$ cat config.mk
export PLATFORM = sky130hd
export DESIGN_NAME = pcte_prefix_unit
export DESIGN_NICKNAME = d
export VERILOG_FILES = /design/src/hdl/pcte_pkg.sv /design/src/hdl/pcte_prefix_unit.sv
export SDC_FILE = /design/constraint.sdc
export NUM_CORES = 1
export LEC_CHECK = 0
export BUFFER_PORTS_ARGS = -buffer_cell sky130_fd_sc_hd__buf_2
export CAP_MARGIN = 40
export CORE_MARGIN = 2
export CORE_UTILIZATION = 30
export CTS_CLUSTER_DIAMETER = 30
export DETAILED_ROUTE_END_ITERATION = 6
export GPL_TIMING_DRIVEN = 1
export PLACE_DENSITY = 0.62
export SLEW_MARGIN = 10
export SYNTH_ARGS = -nofsm -noshare
export SYNTH_HDL_FRONTEND = slang
export SYNTH_SLANG_ARGS = --single-unit
$ cat constraint.sdc
create_clock -name clk -period 6.7 [get_ports clk]
set_input_delay 0.67 -clock clk [delete_from_list [all_inputs] [get_ports clk]]
set_output_delay 0.67 -clock clk [all_outputs]
set_load 0.005 [all_outputs]
$ cat src/hdl/pcte_pkg.sv
// ----------------------------------------------------------------------------
// pcte_pkg: shared types and constants
// Widths, opcodes, status codes and digit helpers of the trie engine.
// ----------------------------------------------------------------------------
`default_nettype none
package pcte_pkg;

  localparam int POOL_NODES = 1024;
  localparam int KEY_DIGITS = 16;
  localparam int VALUE_BITS = 16;

  localparam int KEY_BITS   = 4 * KEY_DIGITS;
  localparam int NODE_W     = $clog2(POOL_NODES);
  localparam int FREE_W     = NODE_W + 1;
  localparam int FANOUT_W   = 8;
  localparam int ADDR_W     = NODE_W + FANOUT_W;
  localparam int ENTRY_W    = (VALUE_BITS > NODE_W) ? VALUE_BITS : NODE_W;
  localparam int PDIG_W     = 4;
  localparam int PBITS_W    = KEY_BITS - 4;
  localparam int CNT_W      = 5;

  localparam logic [1:0] OP_BEGIN  = 2'd0;
  localparam logic [1:0] OP_INSERT = 2'd1;
  localparam logic [1:0] OP_FIND   = 2'd2;
  localparam logic [1:0] OP_CLEAR  = 2'd3;

  localparam logic [1:0] ST_OK   = 2'd0;
  localparam logic [1:0] ST_MISS = 2'd1;
  localparam logic [1:0] ST_FULL = 2'd2;
  localparam logic [1:0] ST_NONE = 2'd3;

  typedef struct packed {
    logic                start;
    logic [KEY_BITS-1:0] key;
    logic [KEY_BITS-1:0] high;
  } pfx_req_t;

  typedef struct packed {
    logic               done;
    logic [PDIG_W-1:0]  digits;
    logic [PBITS_W-1:0] bits;
  } pfx_rsp_t;

  // two digits starting at digit position pos
  function automatic logic [7:0] key_pair(input logic [KEY_BITS-1:0] k,
                                          input logic [CNT_W-1:0] pos);
    logic [KEY_BITS-1:0] t;
    t = k >> {pos, 2'b00};
    return t[7:0];
  endfunction

  function automatic logic [3:0] key_digit(input logic [KEY_BITS-1:0] k,
                                           input logic [CNT_W-1:0] pos);
    logic [KEY_BITS-1:0] t;
    t = k >> {pos, 2'b00};
    return t[3:0];
  endfunction

endpackage
`default_nettype wire

$ cat src/hdl/pcte_prefix_unit.sv
// ----------------------------------------------------------------------------
// pcte_prefix_unit: common prefix search
// Shifts key and key-xor-high right one digit a cycle until the xor is gone.
// ----------------------------------------------------------------------------
`default_nettype none
module pcte_prefix_unit (
  input  wire logic              clk,
  input  wire logic              rst_n,
  input  pcte_pkg::pfx_req_t     req,
  output pcte_pkg::pfx_rsp_t     rsp
);

  logic                          busy_r, busy_nxt;
  logic [pcte_pkg::KEY_BITS-1:0] diff_r, diff_nxt;
  logic [pcte_pkg::KEY_BITS-1:0] key_r, key_nxt;
  logic [pcte_pkg::CNT_W-1:0]    cnt_r, cnt_nxt;
  logic [pcte_pkg::CNT_W-1:0]    digs;

  always_comb begin
    busy_nxt = busy_r;
    diff_nxt = diff_r;
    key_nxt  = key_r;
    cnt_nxt  = cnt_r;
    if (req.start) begin
      busy_nxt = 1'b1;
      diff_nxt = (req.key ^ req.high) >> 4;
      key_nxt  = req.key >> 4;
      cnt_nxt  = pcte_pkg::CNT_W'(1);
    end else if (busy_r) begin
      if (diff_r == '0) begin
        busy_nxt = 1'b0;
      end else begin
        diff_nxt = diff_r >> 4;
        key_nxt  = key_r >> 4;
        cnt_nxt  = cnt_r + pcte_pkg::CNT_W'(1);
      end
    end
  end

  always_ff @(posedge clk) begin
    if (!rst_n) begin
      busy_r <= 1'b0;
    end else begin
      busy_r <= busy_nxt;
    end
    diff_r <= diff_nxt;
    key_r  <= key_nxt;
    cnt_r  <= cnt_nxt;
  end

  assign digs       = pcte_pkg::CNT_W'(pcte_pkg::KEY_DIGITS) - cnt_r;
  assign rsp.done   = busy_r && (diff_r == '0);
  assign rsp.digits = digs[pcte_pkg::PDIG_W-1:0];
  assign rsp.bits   = key_r[pcte_pkg::PBITS_W-1:0];

endmodule
`default_nettype wire
# == Yosys cells after proc, flatten, opt, wreduce, memory -nomap -nowiden ==
# Index checks and enable logic that the tools add are counted.
# op_classes
add_sub_neg,2
n_eq_ne,1
n_mux,9
bitwise,2
n_reduce_logical,5
# ops
cell,count
two-way mux 60 bit,6
logical NOT 64 bit,1
bitwise XOR 64 bit,1
adder 5 x 1 -> 5 bit (second input constant),1
AND reduction 2 bit,2
subtractor 1 x 4 -> 4 bit (first input constant),1
two-way mux 1 bit,3
inequality test 2 bit (second input constant),1
nonzero test 2 bit,1
logical AND 1 bit,1
NOT 1 bit,1
# word_totals
ff_bits,126
input_bits,131
out_inout_bits,65
word_cells,23

# == Logic depth before layout (Yosys ltp) ==
# logic_depth
ltp_word,4
ltp_mapped,5
ltp_nobuf,5

# == Worst setup path before layout ==
# Ideal clock, no wire load.
# synth_timing
path_kind,reg-to-reg
startpoint,register diff_r[26] (netlist name)
endpoint,register diff_r[0] (netlist name) (enable)
setup_time_ns,1.071
arrival_time_ns,3.399
required_ns,5.629
slack_ns,2.230
stages_incl_launch_ff,5
path_buffers,0
period_less_slack_ns,4.470
path_cell_list,edfxtp_1 -> nor4_1 -> nand4_1 -> o41ai_4 -> nand2b_1
# synth_between
elab_chain_cells,3
# synth_rtl
item,line,text
from (decl),pcte_prefix_unit.sv:14,"logic [pcte_pkg::KEY_BITS-1:0] diff_r, diff_nxt;"
from (signal assigned),pcte_prefix_unit.sv:46,diff_r <= diff_nxt;
logical NOT 64 bit,pcte_prefix_unit.sv:30,if (diff_r == '0) begin
inequality test 2 bit (no source line),--,
AND reduction 2 bit (no source line),--,
# Every way passes these cells.
# A chain may end at the register's enable or synchronous reset.

# == Final worst setup path ==
# layout_timing
startpoint,register diff_r[23] (netlist name)
endpoint,register diff_r[27] (netlist name) (enable)
# Same word-level chain as after synthesis.

==> flow_metrics.tcl <==
set metrics [dict create \
    numCtsBuffers 17 \
    worst_setup_path_start_kind "flip-flop" \
    drc_errors 0 \
    worst_hold_slack_ns 0.4619 \
    place.gp.congestion 0.7947 \
    setup_ws_ns 3.819 \
    leakage_nw 2.958 \
    status "completed" \
    async_reset_ff_share_pct 0 \
    area_growth_pct 32.50 \
    viasPerCell 4.474 \
    grt-ovfl-total 0 \
    report.final.slew_viol_count 0 \
    num_rows 50 \
    dp_hpwl_um 10090 \
    ys_types 22 \
    max_freq_mhz 347.1 \
    netlist_area_um2 5778 \
    routedWlPerCell_um 15.58 \
    cap_violations 0 \
    synth_top_area_share_pct 62.36 \
    die_w_um 142.8 \
    postCtsSetupBuffers 0 \
    cts_resized 0 \
    ctsRootBufferMaster "clkbuf_16" \
    synthFlopType "edfxtp_1" \
    arrival_ns 2.96 \
    fin_nets 747 \
    rrSetupSlack_ns 3.82 \
    grt_setup_unrepaired "no" \
    num_vias 3968 \
    yosysTopAreaCell "edfxtp_1" \
    yosys_warnings 0 \
    worst_slew_pin_slew_ns 0.7221 \
    cts.clk_slew.worst_paths_ns 0.06 \
    core-area_um2 18830 \
    critPathKind "flip-flop to flip-flop" \
    grt_pass1_wl_um 21020 \
    antenna-diode-count 0 \
    synth.net_count 558 \
    final_cell_mix "buf_2, edfxtp_1, xnor2_1, a21oi_1, nor2_1" \
    setup_viol 0 \
    antenna_found_initial 0 \
    gr-usage-all-layers_pct 13.74 \
    htreeDepth 4 \
    drt_iter0_drc 190 \
    finish.utilization_pct 40.66 \
    whs_endpoint "busy_r" \
    drive_gt1_share_pct 44.50 \
    cts_tree "yes" \
    dp.cells 854 \
    die-area_um2 20390 \
    slew_headroom_pct 51.86 \
    top_level_ports 196 \
    final_common_cell "buf_2" \
    crit_path_end_kind "flip-flop" \
    p_per_area_nw_per_um2 292.6 \
    min_period_ns 2.881 \
    rr_startpoint "diff_r[23]" \
    crit_fanout 57 \
    die_h_um 142.8 \
    firstDrtPassIters 4 \
    setup_tns_ns 0 \
    cts_max_path_buffers 2 \
    hold_path_class "input port to flip-flop" \
    netlist_instances 425 \
    fin_worst_skew_ns 0.008080 \
    wirelength_um 13820 \
    cp_data_required_time_ns 6.78 \
    min_period_over_period_pct 43.00 \
    ys_top_cells_by_area "edfxtp_1, mux2_2, xnor2_1" \
    pre_cts_slack_ns 3.728 \
    holdCritStartpoint "rst_n" \
    drtAntennaViolNets 0 \
    synth_edf_count 120 \
    grt_pass1_vias 4033 \
    clkSinkCount 125 \
    synth_seq_area_share_pct 64.10 \
    clk_latency_ns 0.42 \
    hold_violations 0 \
    portBuffers 187 \
    holdPathStages 2 \
    fin_cells 887 \
    reg2regPathDepth 5 \
    start_util_pct 30.68 \
    ir_drop_uv 201.5 \
    r2r-end "diff_r[27]" \
    avgSynthCellArea_um2 13.60 \
    synth_seq_cells 125 \
    grt_max_degree 92 \
    cts_hold_buf 0 \
]
registers in the layout, summed over array words and instances (netlist names):
register,flops
key_r,60
cnt_r,4
diff_r,60
busy_r,1
report_power, final:
part | internal (mW) | switching (mW) | total (mW)
registers | 0.966 | 0.0472 | 1.01
clock network | 0.623 | 0.341 | 0.964
logic | 0.134 | 0.129 | 0.263
total | 1.72 | 0.517 | 2.24
critical path, cell delays in order (launching register included):
cell	delay [ns]
edfxtp_1	0.38
nor4_1	0.43
nand3_1	0.26
o41ai_4	0.65
nand2b_4	0.34
buf_4	0.46
cell usage after synthesis, types with 3 or more instances:
master      n
inv_1       3
mux2_2     56
xor2_1      4
and2_1     10
clkbuf_1   17
nand4_1     3
nor2_1     57
xnor2_1    59
a21oi_1    58
buf_1       3
dfxtp_1     5
edfxtp_1  120
nor4_1     16
area by class of cell:
| cell class | instances | area (um2) |
|---|---|---|
| fill | 1755 | 11170 |
| clock buffer | 18 | 429.2 |
| clock inverter | 14 | 193.9 |
| tap | 260 | 325.3 |
| sequential | 125 | 3704 |
| multi-input combinational | 276 | 1988 |
| inverter | 3 | 11.26 |
| timing repair buffer | 191 | 1005 |
worst max-delay path by stage:
stage	slack (ns)	startpoint	end
2_1_floorplan	2.23	diff_r[26]	diff_r[0]
3_5_place_dp	3.73	diff_r[23]	key_r[25]
3_3_place_gp	3.35	diff_r[23]	key_r[22]
6_report	3.82	diff_r[23]	diff_r[27]
5_1_grt	3.63	diff_r[23]	key_r[18]
4_1_cts	3.74	diff_r[23]	diff_r[27]
cell families (layout without fill, tap and decap cells):
logic type | after synthesis | after routing | synth area share, %
buffers and inverters | 24 | 226 | 1.624
AOI/OAI and AO/OA | 61 | 61 | 5.674
xor gates and xnor gates | 63 | 63 | 9.550
adders and majority gates | 2 | 2 | 0.4330
and+or+nand+nor | 93 | 93 | 7.536
muxes | 57 | 57 | 11.09
DFF | 125 | 125 | 64.10
layer usage:
layer  vias up  routed length [um]  global-route usage, %
met2       154                6755                  23.10
met5         -                   0                      0
li1       1942                   -                      -
met4         0                 131                  4.325
met3        14                 976                  4.695
met1      1858                5954                  16.63
through the flow:
step | area, um2 | power (mW)
5_1_grt | 7656 | 2.337
3_3_place_gp | 6985 | 1.287
6_report | 7656 | 2.240
2_1_floorplan | 5778 | 1.160
4_1_cts | 7629 | 2.271
3_5_place_dp | 7005 | 1.296
Power figures use the tool's default switching activity.
